$ cat src/hw/rtl/tsem_pkg.sv
// shared types, constants and helper functions for the timestamp-to-epoch core
// no dependencies; every other file in hw/rtl imports this package

package tsem_pkg;

  localparam int unsigned TS_LEN  = 25;
  localparam int unsigned EPOCH_W = 49;

  // what each character position of the layout holds
  typedef enum logic [2:0] {
    FLD_SEP,
    FLD_YEAR,
    FLD_MONTH,
    FLD_DAY,
    FLD_HOUR,
    FLD_MINUTE,
    FLD_SECOND,
    FLD_MILLI
  } field_e;

  // one complete timestamp, as handed from the front end to the back end
  typedef struct packed {
    logic [13:0] year;
    logic [6:0]  month;
    logic [6:0]  day;
    logic [6:0]  hour;
    logic [6:0]  minute;
    logic [6:0]  second;
    logic [9:0]  milli;
    logic        err;
  } ts_rec_t;

  function automatic field_e pos_field(logic [4:0] pos);
    field_e f;
    case (pos)
      5'd0, 5'd1, 5'd2, 5'd3: f = FLD_YEAR;
      5'd5, 5'd6:             f = FLD_MONTH;
      5'd8, 5'd9:             f = FLD_DAY;
      5'd13, 5'd14:           f = FLD_HOUR;
      5'd16, 5'd17:           f = FLD_MINUTE;
      5'd19, 5'd20:           f = FLD_SECOND;
      5'd22, 5'd23, 5'd24:    f = FLD_MILLI;
      default:                f = FLD_SEP;
    endcase
    return f;
  endfunction

  // days before the first of each month in a common year
  function automatic logic [8:0] month_start_days(logic [3:0] mon);
    logic [8:0] d;
    case (mon)
      4'd0:    d = 9'd0;
      4'd1:    d = 9'd31;
      4'd2:    d = 9'd59;
      4'd3:    d = 9'd90;
      4'd4:    d = 9'd120;
      4'd5:    d = 9'd151;
      4'd6:    d = 9'd181;
      4'd7:    d = 9'd212;
      4'd8:    d = 9'd243;
      4'd9:    d = 9'd273;
      4'd10:   d = 9'd304;
      4'd11:   d = 9'd334;
      default: d = 9'd0;
    endcase
    return d;
  endfunction

  // zero-based month 0..98 split into extra years and month of year
  function automatic logic [7:0] month_split(logic [6:0] mon0);
    logic [3:0] q;
    logic [6:0] r;
    q = 4'd0;
    for (int i = 1; i <= 8; i++) begin
      if (mon0 >= 7'(12 * i)) q = 4'(i);
    end
    r = 7'(mon0 - 7'(q) * 7'd12);
    return {q, r[3:0]};
  endfunction

  // floor(v / 100) by reciprocal, exact for v below 43690
  function automatic logic [7:0] div100(logic [13:0] v);
    logic [27:0] p;
    p = 28'(v) * 28'd10486;
    return p[27:20];
  endfunction

endpackage

$ cat src/hw/rtl/timestamp_text_to_epoch_ms_core.sv
// timestamp text to epoch milliseconds: one character per item, one result per 25 items
// throughput: one character per cycle; the 25th stalls only while the record queue is full
// after the 25th character the record passes the record queue, then ten back-end steps to the output slot
// a format error skips the arithmetic: the sequencer goes from idle straight to its done step
// reset (rst_ni, asynchronous, low) clears position, fields, queue and output slot
// built from tsem_front, tsem_fifo and tsem_back; uses tsem_pkg

module timestamp_text_to_epoch_ms_core import tsem_pkg::*; #(
  parameter int unsigned QUEUE_DEPTH = 2
) (
  input  logic                      clk_i,
  input  logic                      rst_ni,
  input  logic                      push,
  output logic                      full,
  input  logic [7:0]                char_code_i,
  output logic                      empty,
  input  logic                      pop,
  output logic signed [EPOCH_W-1:0] epoch_ms_o,
  output logic                      format_error_o
);

  ts_rec_t front_rec, back_rec;
  logic    rec_push, q_full, q_empty, rec_pop;

  tsem_front u_front (
    .clk_i       (clk_i),
    .rst_ni      (rst_ni),
    .push_i      (push),
    .full_o      (full),
    .char_code_i (char_code_i),
    .q_full_i    (q_full),
    .rec_push_o  (rec_push),
    .rec_o       (front_rec)
  );

  tsem_fifo #(
    .DEPTH (QUEUE_DEPTH)
  ) u_fifo (
    .clk_i   (clk_i),
    .rst_ni  (rst_ni),
    .push_i  (rec_push),
    .data_i  (front_rec),
    .full_o  (q_full),
    .pop_i   (rec_pop),
    .data_o  (back_rec),
    .empty_o (q_empty)
  );

  tsem_back u_back (
    .clk_i          (clk_i),
    .rst_ni         (rst_ni),
    .rec_i          (back_rec),
    .rec_empty_i    (q_empty),
    .rec_pop_o      (rec_pop),
    .pop_i          (pop),
    .empty_o        (empty),
    .epoch_ms_o     (epoch_ms_o),
    .format_error_o (format_error_o)
  );

endmodule

$ cat src/hw/rtl/tsem_front.sv
// front end: takes one character per item, builds the decimal fields by position
// and hands each finished timestamp to the queue; uses tsem_pkg

module tsem_front import tsem_pkg::*; (
  input  logic       clk_i,
  input  logic       rst_ni,
  input  logic       push_i,
  output logic       full_o,
  input  logic [7:0] char_code_i,
  input  logic       q_full_i,
  output logic       rec_push_o,
  output ts_rec_t    rec_o
);

  logic [4:0]  pos_q;
  logic [13:0] year_q, year_d;
  logic [6:0]  month_q, month_d;
  logic [6:0]  day_q, day_d;
  logic [6:0]  hour_q, hour_d;
  logic [6:0]  minute_q, minute_d;
  logic [6:0]  second_q, second_d;
  logic [9:0]  milli_q, milli_d;
  logic        bad_q, bad_d;

  logic        accept;
  logic        last;
  logic        is_digit;
  logic [3:0]  digit;
  field_e      field;

  assign last     = (pos_q == 5'(TS_LEN - 1));
  assign full_o   = last & q_full_i;
  assign accept   = push_i & ~full_o;
  assign field    = pos_field(pos_q);
  assign is_digit = (char_code_i >= 8'h30) && (char_code_i <= 8'h39);
  assign digit    = 4'(char_code_i - 8'h30);

  always_comb begin
    year_d   = year_q;
    month_d  = month_q;
    day_d    = day_q;
    hour_d   = hour_q;
    minute_d = minute_q;
    second_d = second_q;
    milli_d  = milli_q;
    bad_d    = bad_q;
    if (field != FLD_SEP) begin
      if (is_digit) begin
        case (field)
          FLD_YEAR:   year_d   = 14'(year_q * 14'd10 + 14'(digit));
          FLD_MONTH:  month_d  = 7'(month_q * 7'd10 + 7'(digit));
          FLD_DAY:    day_d    = 7'(day_q * 7'd10 + 7'(digit));
          FLD_HOUR:   hour_d   = 7'(hour_q * 7'd10 + 7'(digit));
          FLD_MINUTE: minute_d = 7'(minute_q * 7'd10 + 7'(digit));
          FLD_SECOND: second_d = 7'(second_q * 7'd10 + 7'(digit));
          FLD_MILLI:  milli_d  = 10'(milli_q * 10'd10 + 10'(digit));
          default:    bad_d    = bad_q;
        endcase
      end else begin
        bad_d = 1'b1;
      end
    end
  end

  // record built from the updated fields so the last character is included
  always_comb begin
    rec_o.year   = year_d;
    rec_o.month  = month_d;
    rec_o.day    = day_d;
    rec_o.hour   = hour_d;
    rec_o.minute = minute_d;
    rec_o.second = second_d;
    rec_o.milli  = milli_d;
    rec_o.err    = bad_d | (month_d == 7'd0);
  end

  assign rec_push_o = accept & last;

  always_ff @(posedge clk_i or negedge rst_ni) begin
    if (!rst_ni) begin
      pos_q    <= '0;
      year_q   <= '0;
      month_q  <= '0;
      day_q    <= '0;
      hour_q   <= '0;
      minute_q <= '0;
      second_q <= '0;
      milli_q  <= '0;
      bad_q    <= 1'b0;
    end else if (accept) begin
      if (last) begin
        pos_q    <= '0;
        year_q   <= '0;
        month_q  <= '0;
        day_q    <= '0;
        hour_q   <= '0;
        minute_q <= '0;
        second_q <= '0;
        milli_q  <= '0;
        bad_q    <= 1'b0;
      end else begin
        pos_q    <= 5'(pos_q + 5'd1);
        year_q   <= year_d;
        month_q  <= month_d;
        day_q    <= day_d;
        hour_q   <= hour_d;
        minute_q <= minute_d;
        second_q <= second_d;
        milli_q  <= milli_d;
        bad_q    <= bad_d;
      end
    end
  end

endmodule

$ cat src/hw/rtl/tsem_fifo.sv
// short queue of finished timestamps between the front end and the back end
// uses tsem_pkg for the record type

module tsem_fifo import tsem_pkg::*; #(
  parameter int unsigned DEPTH = 2
) (
  input  logic    clk_i,
  input  logic    rst_ni,
  input  logic    push_i,
  input  ts_rec_t data_i,
  output logic    full_o,
  input  logic    pop_i,
  output ts_rec_t data_o,
  output logic    empty_o
);

  localparam int unsigned AW = (DEPTH > 1) ? $clog2(DEPTH) : 1;
  localparam int unsigned CW = $clog2(DEPTH + 1);

  ts_rec_t       mem_q [DEPTH];
  logic [AW-1:0] wr_ptr_q, rd_ptr_q;
  logic [CW-1:0] count_q;
  logic          do_push, do_pop;

  assign full_o  = (count_q == CW'(DEPTH));
  assign empty_o = (count_q == '0);
  assign do_push = push_i & ~full_o;
  assign do_pop  = pop_i & ~empty_o;
  assign data_o  = mem_q[rd_ptr_q];

  always_ff @(posedge clk_i) begin
    if (do_push) begin
      mem_q[wr_ptr_q] <= data_i;
    end
  end

  always_ff @(posedge clk_i or negedge rst_ni) begin
    if (!rst_ni) begin
      wr_ptr_q <= '0;
      rd_ptr_q <= '0;
      count_q  <= '0;
    end else begin
      if (do_push) begin
        wr_ptr_q <= (wr_ptr_q == AW'(DEPTH - 1)) ? '0 : AW'(wr_ptr_q + 1'b1);
      end
      if (do_pop) begin
        rd_ptr_q <= (rd_ptr_q == AW'(DEPTH - 1)) ? '0 : AW'(rd_ptr_q + 1'b1);
      end
      if (do_push && !do_pop) begin
        count_q <= CW'(count_q + 1'b1);
      end else if (do_pop && !do_push) begin
        count_q <= CW'(count_q - 1'b1);
      end
    end
  end

  // the front end holds its last character while the queue is full
  assert property (@(posedge clk_i) disable iff (!rst_ni) full_o |-> !push_i)
    else $error("timestamp pushed into a full queue");

  assert property (@(posedge clk_i) disable iff (!rst_ni) count_q <= CW'(DEPTH))
    else $error("queue count beyond depth");

endmodule

$ cat src/hw/rtl/tsem_back.sv
// back end: sequencer that turns one timestamp record into epoch milliseconds
// over ten steps with one shared divide-by-100 unit; uses tsem_pkg

module tsem_back import tsem_pkg::*; (
  input  logic                      clk_i,
  input  logic                      rst_ni,
  input  ts_rec_t                   rec_i,
  input  logic                      rec_empty_i,
  output logic                      rec_pop_o,
  input  logic                      pop_i,
  output logic                      empty_o,
  output logic signed [EPOCH_W-1:0] epoch_ms_o,
  output logic                      format_error_o
);

  localparam logic [3:0] ST_IDLE  = 4'd0;
  localparam logic [3:0] ST_BASE  = 4'd1;
  localparam logic [3:0] ST_C100  = 4'd2;
  localparam logic [3:0] ST_C400  = 4'd3;
  localparam logic [3:0] ST_LEAPQ = 4'd4;
  localparam logic [3:0] ST_LEAP  = 4'd5;
  localparam logic [3:0] ST_HOUR  = 4'd6;
  localparam logic [3:0] ST_MIN   = 4'd7;
  localparam logic [3:0] ST_SEC   = 4'd8;
  localparam logic [3:0] ST_MS    = 4'd9;
  localparam logic [3:0] ST_DONE  = 4'd10;

  logic [3:0]  state_q, state_d;
  logic [13:0] year_q;
  logic [3:0]  mon_q;
  logic [6:0]  day_q, hour_q, minute_q, second_q;
  logic [9:0]  milli_q;
  logic        err_q;
  logic [7:0]  lq_q, lq_d;
  logic signed [EPOCH_W-1:0] acc_q, acc_d;

  logic                      res_valid_q;
  logic signed [EPOCH_W-1:0] res_ms_q;
  logic                      res_err_q;
  logic                      out_pop, res_load;

  logic        start;
  logic [7:0]  msplit;
  logic [6:0]  mon0;

  logic signed [14:0] d70, d68, d00, d1600;
  logic [13:0] abs68, abs00, abs1600;
  logic [13:0] div_in;
  logic [7:0]  div_res;
  logic signed [EPOCH_W-1:0] q_ext;
  logic signed [24:0] t4, base;
  logic        cent, leap;

  assign start     = (state_q == ST_IDLE) && !rec_empty_i;
  assign rec_pop_o = start;
  assign mon0      = 7'(rec_i.month - 7'd1);
  assign msplit    = month_split(mon0);

  assign d70   = $signed({1'b0, year_q}) - 15'sd1970;
  assign d68   = $signed({1'b0, year_q}) - 15'sd1968;
  assign d00   = $signed({1'b0, year_q}) - 15'sd1900;
  assign d1600 = $signed({1'b0, year_q}) - 15'sd1600;
  assign abs68   = d68[14]   ? 14'(-d68)   : d68[13:0];
  assign abs00   = d00[14]   ? 14'(-d00)   : d00[13:0];
  assign abs1600 = d1600[14] ? 14'(-d1600) : d1600[13:0];

  // shared reciprocal divider, operand picked by the step
  always_comb begin
    case (state_q)
      ST_C100: div_in = abs00;
      ST_C400: div_in = {2'b00, abs1600[13:2]};
      default: div_in = year_q;
    endcase
  end
  assign div_res = div100(div_in);
  assign q_ext   = $signed({{(EPOCH_W-8){1'b0}}, div_res});

  // truncating division by four of year - 1968
  assign t4   = d68[14] ? -$signed({13'b0, abs68[13:2]}) : $signed({13'b0, abs68[13:2]});
  assign base = 25'(d70) * 25'sd365 + $signed({16'b0, month_start_days(mon_q)})
              + $signed({18'b0, day_q}) - 25'sd1 + t4;

  assign cent = (year_q == 14'(lq_q * 14'd100));
  assign leap = (year_q[1:0] == 2'b00) && (!cent || (lq_q[1:0] == 2'b00));

  assign out_pop  = pop_i & res_valid_q;
  assign res_load = (state_q == ST_DONE) && (!res_valid_q || out_pop);

  always_comb begin
    state_d = state_q;
    acc_d   = acc_q;
    lq_d    = lq_q;
    case (state_q)
      ST_IDLE: begin
        if (start) begin
          acc_d   = '0;
          state_d = rec_i.err ? ST_DONE : ST_BASE;
        end
      end
      ST_BASE: begin
        acc_d   = EPOCH_W'(base);
        state_d = ST_C100;
      end
      ST_C100: begin
        acc_d   = d00[14] ? acc_q + q_ext : acc_q - q_ext;
        state_d = ST_C400;
      end
      ST_C400: begin
        acc_d   = d1600[14] ? acc_q - q_ext : acc_q + q_ext;
        state_d = ST_LEAPQ;
      end
      ST_LEAPQ: begin
        lq_d    = div_res;
        state_d = ST_LEAP;
      end
      ST_LEAP: begin
        if (leap && (mon_q < 4'd2)) acc_d = acc_q - 49'sd1;
        state_d = ST_HOUR;
      end
      ST_HOUR: begin
        acc_d   = acc_q * 49'sd24 + $signed({42'b0, hour_q});
        state_d = ST_MIN;
      end
      ST_MIN: begin
        acc_d   = acc_q * 49'sd60 + $signed({42'b0, minute_q});
        state_d = ST_SEC;
      end
      ST_SEC: begin
        acc_d   = acc_q * 49'sd60 + $signed({42'b0, second_q});
        state_d = ST_MS;
      end
      ST_MS: begin
        acc_d   = acc_q * 49'sd1000 + $signed({39'b0, milli_q});
        state_d = ST_DONE;
      end
      ST_DONE: begin
        if (res_load) state_d = ST_IDLE;
      end
      default: begin
        state_d = ST_IDLE;
      end
    endcase
  end

  always_ff @(posedge clk_i) begin
    acc_q <= acc_d;
    lq_q  <= lq_d;
    if (start) begin
      year_q   <= 14'(rec_i.year + 14'(msplit[7:4]));
      mon_q    <= msplit[3:0];
      day_q    <= rec_i.day;
      hour_q   <= rec_i.hour;
      minute_q <= rec_i.minute;
      second_q <= rec_i.second;
      milli_q  <= rec_i.milli;
      err_q    <= rec_i.err;
    end
    if (res_load) begin
      res_ms_q  <= acc_q;
      res_err_q <= err_q;
    end
  end

  always_ff @(posedge clk_i or negedge rst_ni) begin
    if (!rst_ni) begin
      state_q     <= ST_IDLE;
      res_valid_q <= 1'b0;
    end else begin
      state_q <= state_d;
      if (res_load) begin
        res_valid_q <= 1'b1;
      end else if (out_pop) begin
        res_valid_q <= 1'b0;
      end
    end
  end

  assign empty_o        = ~res_valid_q;
  assign epoch_ms_o     = res_ms_q;
  assign format_error_o = res_err_q;

  assert property (@(posedge clk_i) disable iff (!rst_ni)
    (res_valid_q && res_err_q) |-> (res_ms_q == '0))
    else $error("error result with non-zero epoch");

  // a finished conversion waits while the output slot is still occupied
  assert property (@(posedge clk_i) disable iff (!rst_ni)
    ((state_q == ST_DONE) && res_valid_q && !pop_i) |=> (state_q == ST_DONE))
    else $error("conversion left done state over an untaken result");

  assert property (@(posedge clk_i) disable iff (!rst_ni)
    (rec_pop_o && rec_i.err) |=> ((state_q == ST_DONE) && err_q && (acc_q == '0)))
    else $error("bad timestamp did not take the error path");

endmodule
$ cat config.mk
export PLATFORM = sky130hd
export DESIGN_NAME = timestamp_text_to_epoch_ms_core
export DESIGN_NICKNAME = d
export VERILOG_FILES = /design/src/hw/rtl/tsem_pkg.sv /design/src/hw/rtl/timestamp_text_to_epoch_ms_core.sv /design/src/hw/rtl/tsem_front.sv /design/src/hw/rtl/tsem_fifo.sv /design/src/hw/rtl/tsem_back.sv
export SDC_FILE = /design/constraint.sdc
export NUM_CORES = 2
export LEC_CHECK = 0
export ABC_AREA = 0
export BUFFER_PORTS_ARGS = -buffer_cell sky130_fd_sc_hd__buf_2
export CAP_MARGIN = 20
export CORE_UTILIZATION = 54
export CTS_CLUSTER_SIZE = 8
export DETAILED_ROUTE_END_ITERATION = 10
export PLACE_DENSITY = 0.72
export SYNTH_ARGS = -nofsm -noshare
export SYNTH_HDL_FRONTEND = slang
export SYNTH_SLANG_ARGS = --single-unit
$ cat constraint.sdc
create_clock -name clk_i -period 23.2 [get_ports clk_i]
set_input_delay 4.64 -clock clk_i [delete_from_list [all_inputs] [get_ports clk_i]]
set_output_delay 4.64 -clock clk_i [all_outputs]
set_load 0.01 [all_outputs]
# [Word-level counts from Yosys, hierarchy flattened]
# Memory sizes are Yosys's and may differ from the RTL's. A register that Yosys moved wholly into a read port is not among the register bits.
# Index checks and enable logic that the tools add are counted.
[op_classes] bitwise_logic=11 reduce_logical=25 order_cmp=11 addsub=35 muxes=63 n_mul=14 eq_ne=23
[op_table] cell="one-hot mux 49 bit (9 select lines)" count=1
[op_table] cell="two-way mux 49 bit" count=4
[op_table] cell="adder 49 x 8 -> 49 bit" count=3
[op_table] cell="two-way mux 7 bit" count=20
[op_table] cell="two-way mux 14 bit" count=7
[op_table] cell="subtractor 14 x 11 -> 15 bit, second input constant" count=4
[op_table] cell="adder 49 x 11 -> 49 bit" count=1
[op_table] cell="adder 49 x 9 -> 49 bit" count=1
[op_table] cell="multiplier 49 x 3 -> 46 bit, second input constant" count=1
[op_table] cell="multiplier 49 x 5 -> 47 bit, second input constant" count=1
[op_table] cell="multiplier 49 x 8 -> 46 bit, second input constant" count=1
[op_table] cell="subtractor 49 x 2 -> 49 bit, second input constant" count=1
[op_table] cell="subtractor 49 x 9 -> 49 bit" count=1
[op_table] cell="two-way mux 4 bit" count=11
[op_table] cell="one-hot mux 4 bit (11 select lines)" count=1
[op_table] cell="negation 14 bit" count=3
[op_table] cell="two-way mux 10 bit" count=4
[op_table] cell="adder 7 x 4 -> 7 bit" count=5
[op_table] cell="multiplier 7 x 3 -> 6 bit, second input constant" count=5
[op_table] cell="adder 14 x 4 -> 14 bit" count=2
[op_table] cell="one-hot mux 14 bit (2 select lines)" count=1
[op_table] cell="multiplier 14 x 13 -> 27 bit, second input constant" count=1
[op_table] cell="adder 25 x 10 -> 25 bit" count=1
[op_table] cell="adder 25 bit" count=1
[op_table] cell="other kinds (53)" count=101
[totals] input_bits=12 mem_bits_rw=120 reg_bits=238 romBits=240 word_cells=211 n_memories=3 out_inout_bits=52
[mem_list] name="(no name shown)" words=16 word_bits=9 read_ports=1 rd_ports_with_merged_regs=1 wr=0 line="tsem_pkg.sv:51" rtl="case (mon)"
[mem_list] name="u_fifo.mem_q" words=2 word_bits=60 read_ports=1 rd_ports_with_merged_regs=0 wr=1 line="tsem_fifo.sv:20" rtl="ts_rec_t mem_q [DEPTH];"
[mem_list] name="(no name shown)" words=32 word_bits=3 read_ports=1 rd_ports_with_merged_regs=0 wr=0 line="tsem_pkg.sv:35" rtl="case (pos)"

# [Longest topological paths before layout]
# An unclocked memory read counts as a cell.
[depth] depth_word=14 depth_mapped=48 mapped_depth_nobuf=47

# [By module]
# A second synthesis with hierarchy kept.
[unflattened] cells_unflattened=5688 hier_area_um2=52878.2
[modules_own_cells] module="tsem_back" seq_area_each_um2=5230.0 n_inst=1 area_per_inst_um2=42166.7 cells_per_inst=4866
[modules_own_cells] module="tsem_front" seq_area_each_um2=1626.6 n_inst=1 area_per_inst_um2=5883.1 cells_per_inst=616
[modules_own_cells] module="tsem_fifo" seq_area_each_um2=3703.6 n_inst=1 area_per_inst_um2=4828.4 cells_per_inst=206

# [Worst setup path before layout]
# No wires, ideal clock.
[synth_path] kind="reg2reg" startpoint="register u_back.year_q[3]" endpoint="register u_back.acc_q[48] (data pin)" t_arrival_ns=9.976 setup_time_ns=0.278 stages_incl_launch_ff=43 setup_slack_ns=12.946 path_cell_list="edfxtp_1 clkbuf_1 clkinv_1 ha_1 or3_1 or3_1 nor3_1 a21oi_1 o221ai_1 mux2i_1 o21ai_0 inv_1 fa_1 inv_1 fa_1 inv_1 fa_1 fa_1 [7 not listed] a21o_1 a21oi_1 xnor2_1 ha_1 inv_1 fa_1 nor2b_1 o21ai_0 a21oi_1 o21a_1 o211ai_1 or3_1 nor4_1 nand4_1 xnor2_1 a221o_1 a221oi_1 o211ai_1"
[synth_via] elab_chain_cells=8 elab_cells_between_ends=24 classes_between="add/sub: 14; mul: 2; mux: 8"
[synth_rtl] element="from (decl)" line="tsem_back.sv:29" rtl="logic [13:0] year_q;"
[synth_rtl] element="from (signal assigned)" line="tsem_back.sv:149" rtl="year_q <= 14'(rec_i.year + 14'(msplit[7:4]));"
[synth_rtl] element="subtractor 14 x 11 -> 15 bit, on equally long branches" line="tsem_back.sv:62, tsem_back.sv:61"
[synth_rtl] element="negation 14 bit, on equally long branches" line="tsem_back.sv:65, tsem_back.sv:64"
[synth_rtl] element="two-way mux 14 bit, on equally long branches" line="tsem_back.sv:65, tsem_back.sv:64"
[synth_rtl] element="one-hot mux 14 bit (2 select lines) (*)" line="tsem_back.sv:69" rtl="case (state_q)"
[synth_rtl] element="multiplier 14 x 13 -> 27 bit (*)" line="tsem_pkg.sv:84" rtl="p = 28'(v) * 28'd10486;"
[synth_rtl] element="named net u_back.div_res[0]" line="tsem_back.sv:49" rtl="logic [7:0] div_res;"
[synth_rtl] element="adder 49 x 9 -> 49 bit or subtractor 49 x 9 -> 49 bit (tied branches)" line="tsem_back.sv:105, tsem_back.sv:109"
[synth_rtl] element="two-way mux 49 bit, on equally long branches" line="tsem_back.sv:109, tsem_back.sv:105"
[synth_rtl] element="one-hot mux 49 bit (9 select lines) (*)" line="tsem_back.sv:93" rtl="case (state_q)"
[synth_rtl] element="named net u_back.acc_d[48]" line="tsem_back.sv:35" rtl="logic signed [EPOCH_W-1:0] acc_q, acc_d;"
[synth_rtl] element="to (signal assigned)" line="tsem_back.sv:146" rtl="acc_q <= acc_d;"
[synth_rtl] element="to (decl)" line="tsem_back.sv:35"
# The timed path passes the listed nets; every way through them passes the cells marked *.
# A chain may end at the register's enable or synchronous reset.

# [Worst setup path in the final report]
[layout_path] startpoint="register u_back.year_q[6]" endpoint="register u_back.acc_q[38] (data pin)"
# The elaborated chain is that of the path after synthesis.

==> metrics.txt <==
# TYPE chip_impl_metric gauge
chip_impl_metric{name="mappedNetlistArea",unit="sq um"} 51600
chip_impl_metric{name="report.final.hold_viol_count",unit=""} 0
chip_impl_metric{name="async_set_or_reset_flop_fraction_in_the_synthesized_netlist",unit="%"} 20.2
chip_impl_metric{name="synthToLayoutAreaGrowth",unit="%"} 6.75
chip_impl_info{name="layout.cells.most_common",value="inv_1"} 1
chip_impl_metric{name="detail_route.drc_violations",unit=""} 0
chip_impl_metric{name="gr-total-overflow",unit=""} 0
chip_impl_metric{name="largest_net_degree_at_the_start_of_global_routing",unit=""} 76
chip_impl_metric{name="fillerInstances",unit=""} 8309
chip_impl_metric{name="reg2reg_slack",unit="ns"} 10.77
chip_impl_metric{name="hold_slack",unit="ns"} 0.478
chip_impl_metric{name="postRouteWirelength",unit="um"} 168000
chip_impl_metric{name="die_outline_width",unit="um"} 311
chip_impl_metric{name="synth_edf_count",unit=""} 284
chip_impl_metric{name="path_max_fanout",unit=""} 12
chip_impl_metric{name="die_area",unit="sq um"} 96800
chip_impl_metric{name="clkTransAtPathRegs",unit="ns"} 0.06
chip_impl_metric{name="dr_total_vias",unit=""} 43204
chip_impl_metric{name="drt-pass1-iter-count",unit=""} 7
chip_impl_info{name="dominantRegCellSynth",value="edfxtp_1"} 1
chip_impl_info{name="critical_path.most_common_cell",value="inv_1"} 1
chip_impl_metric{name="antenna_found_initial",unit=""} 2
chip_impl_metric{name="buffer_ports.inserted",unit=""} 63
chip_impl_metric{name="synth.distinct_cells",unit=""} 106
chip_impl_metric{name="h-tree-depth",unit=""} 2
chip_impl_metric{name="post_cts_buffers",unit=""} 0
chip_impl_metric{name="critical_path_arrival",unit="ns"} 12.82
chip_impl_metric{name="nNetsFinal",unit=""} 6653
chip_impl_metric{name="numPlacedInstances",unit=""} 6757
chip_impl_metric{name="max_clock_freq",unit="GHz"} 0.0804
chip_impl_metric{name="initial_core_util",unit="%"} 54.4
chip_impl_info{name="hold_path.class",value="register to register"} 1
chip_impl_metric{name="synth_seq_area_share",unit="%"} 20.5
chip_impl_metric{name="critical-path-max-stage-delay",unit="ns"} 0.75
chip_impl_info{name="ctsRootBufferMaster",value="clkbuf_16"} 1
chip_impl_metric{name="finalSetupViolations",unit=""} 0
chip_impl_metric{name="maxCapViolCount",unit=""} 0
chip_impl_info{name="timing.critical_path.slowest_stage_cell",value="nor4_1"} 1
chip_impl_metric{name="postSynthAreaPerCell",unit="sq um"} 9.31
chip_impl_metric{name="cts_resized",unit=""} 0
chip_impl_metric{name="core_area",unit="sq um"} 94900
chip_impl_info{name="synth_area_leaders",value="fa_1 (17%), edfxtp_1 (17%), ha_1 (16%)"} 1
chip_impl_metric{name="num_io_pins",unit=""} 64
chip_impl_metric{name="max-slew-margin-rel",unit="%"} 14.1
chip_impl_metric{name="synth_top_area_share",unit="%"} 17.1
chip_impl_metric{name="cts-buffers-inserted",unit=""} 55
chip_impl_metric{name="placement_rows",unit=""} 113
chip_impl_metric{name="holdBufCountCts",unit=""} 0
chip_impl_metric{name="setup-tns-final",unit="ns"} 0
chip_impl_metric{name="dr.first_iter.drc_count",unit=""} 4608
chip_impl_info{name="critPathCaptureType",value="register"} 1
chip_impl_metric{name="postRouteAntennaNets",unit=""} 0
chip_impl_info{name="worstSetupStartpointType",value="register"} 1
chip_impl_metric{name="timing_max_transition_violations_final",unit=""} 0
chip_impl_metric{name="netlist_instances",unit=""} 5544
chip_impl_info{name="final_cell_mix",value="inv_1 (712), ha_1 (646), fa_1 (442), nand2_1 (354), xnor2_1 (344)"} 1
chip_impl_metric{name="cp_data_required_time",unit="ns"} 23.58
chip_impl_metric{name="grt_pass1_wl",unit="um"} 256000
chip_impl_metric{name="drt_via_density",unit=""} 6.29
chip_impl_info{name="setup_repair_after_global_routing_missed_its_margin",value="false"} 1
chip_impl_info{name="worst-setup-path-type",value="register to register"} 1
chip_impl_metric{name="wire_per_inst",unit="um"} 24.5
chip_impl_metric{name="postSynthRegisterBits",unit=""} 367
chip_impl_metric{name="gp_congestion",unit=""} 1.04
chip_impl_metric{name="skew",unit="ns"} 0.0247
chip_impl_metric{name="hpwlAfterDp",unit="um"} 134000
chip_impl_metric{name="groute.usage.overall",unit="%"} 34.5
chip_impl_info{name="synth_top_area_cell",value="fa_1"} 1
chip_impl_metric{name="synth_fp_nets",unit=""} 6644
chip_impl_metric{name="grt_pass1_vias",unit=""} 42137
chip_impl_metric{name="final_cells",unit=""} 6867
chip_impl_metric{name="clock_insertion_delay_worst_skew",unit="ns"} 0.67
chip_impl_metric{name="yosys_warnings",unit=""} 0
chip_impl_metric{name="die_y",unit="um"} 311
chip_impl_info{name="outcome",value="finished, final reports clean"} 1
chip_impl_metric{name="fin_crit",unit="ns"} 12.43
chip_impl_metric{name="worst_pin_slew",unit="ns"} 1.28
chip_impl_metric{name="clkSinkCount",unit=""} 367
chip_impl_metric{name="clk_path_buf_depth",unit=""} 3
chip_impl_info{name="cts_tree",value="yes"} 1
chip_impl_metric{name="drive_gt1_share",unit="%"} 6.77
chip_impl_metric{name="fin_crit_sh",unit="%"} 53.6
[registers in the layout, indices dropped and copies added (netlist names), 4 cells and up, named ones only]
register / cells
u_fifo.mem_q: 120
u_back.acc_q: 49
u_back.epoch_ms_o: 49
u_back.year_q: 14
u_front.year_q: 14
u_back.milli_q: 10
u_front.milli_q: 10
u_back.lq_q: 8
u_back.day_q: 7
u_back.hour_q: 7
u_back.minute_q: 7
u_back.second_q: 7
u_front.day_q: 7
u_front.hour_q: 7
u_front.minute_q: 7
u_front.month_q: 7
u_front.second_q: 7
u_front.pos_q: 5
u_back.mon_q: 4
u_back.state_q: 4
[critical path: cells and delay by family (launching register included)]
kind,cells,cell delay [ns]
fa+ha+maj,9,3.57
compound gates,16,3.83
buf+inv,7,0.76
simple gates,9,3.15
xor+xnor,1,0.23
flops,1,0.63
[through the flow]
step / utilization (%) / instance area (sq um) / setup WS [ns]
floorplan: - / 51600 / 12.95
global placement: 56.3 / 53400 / 11.32
detailed placement: 56.3 / 53400 / 10.99
CTS: 58.0 / 55000 / 10.92
global route: 58.1 / 55100 / 9.80
finish: 58.1 / 55100 / 10.77
[cell type report]
cell class | count | area (sq um) | share of cell area, %
antenna | 2 | 5.00 | 0.00908
clock buffer | 93 | 1540 | 2.79
clock inverter | 11 | 130 | 0.236
inverter | 714 | 2680 | 4.86
multi-input combinational | 4288 | 37800 | 68.6
sequential | 367 | 10600 | 19.2
tap | 1265 | 1580 | 2.87
timing repair buffer | 127 | 813 | 1.48
[logic make-up after synthesis]
family | after synthesis | share of synthesized area [%]
multiplexers | 113 | 2.41
adder cells (fa/ha/maj) | 1088 | 32.8
buffers and inverters | 889 | 6.52
XOR/XNOR | 505 | 8.57
AND/OR/NAND/NOR | 1344 | 13.1
flip-flops | 367 | 20.5
AO/OA/AOI/OAI | 1238 | 16.1
[cells in the mapped netlist (30+ instances only)]
master / count
xnor2_1: 344
a21oi_1: 305
nand2_1: 354
o21ai_0: 248
xor2_1: 161
mux2_2: 89
and3_1: 46
nand3_1: 119
edfxtp_1: 284
o221ai_1: 34
ha_1: 646
a21o_1: 102
or3_1: 32
nor4_1: 34
a22o_1: 61
inv_1: 713
nand4_1: 77
and2_1: 38
nor2b_1: 60
nor2_1: 318
a211oi_1: 44
o22ai_1: 43
nand2b_1: 36
o21a_1: 38
a221oi_1: 31
clkbuf_1: 146
nor3_1: 105
a31oi_1: 46
o211ai_1: 30
fa_1: 442
dfrtp_1: 74
[per-layer routing]
layer	share of wire (%)	vias to the layer above	global-route usage, %
li1	-	19544	-
met1	43	21184	49.7
met2	42	2138	50.8
met3	11	336	8.49
met4	3.5	2	11.0
met5	0.0077	-	0
[path summary, 6_finish.rpt]
path | from | end | depth (start not counted)
setup reg to reg | u_back.year_q[6]$_DFFE_PP_ | u_back.acc_q[38]$_DFFE_PP_ | 42
hold reg to reg | u_front.month_q[6]$_DFFE_PN0P_ | u_front.month_q[6]$_DFFE_PN0P_ | 2
hold / removal | u_front.month_q[6]$_DFFE_PN0P_ | u_front.month_q[6]$_DFFE_PN0P_ | 2
min in group asynchronous | rst_ni | u_front.year_q[10]$_DFFE_PN0P_ | 1
max in group asynchronous | rst_ni | u_fifo.rd_ptr_q$_DFFE_PN0P_ | 3
setup / recovery | u_back.year_q[6]$_DFFE_PP_ | u_back.acc_q[38]$_DFFE_PP_ | 42
Power is not shown: default switching activity piles up to over one toggle a cycle in this logic, so the estimate is an artifact.
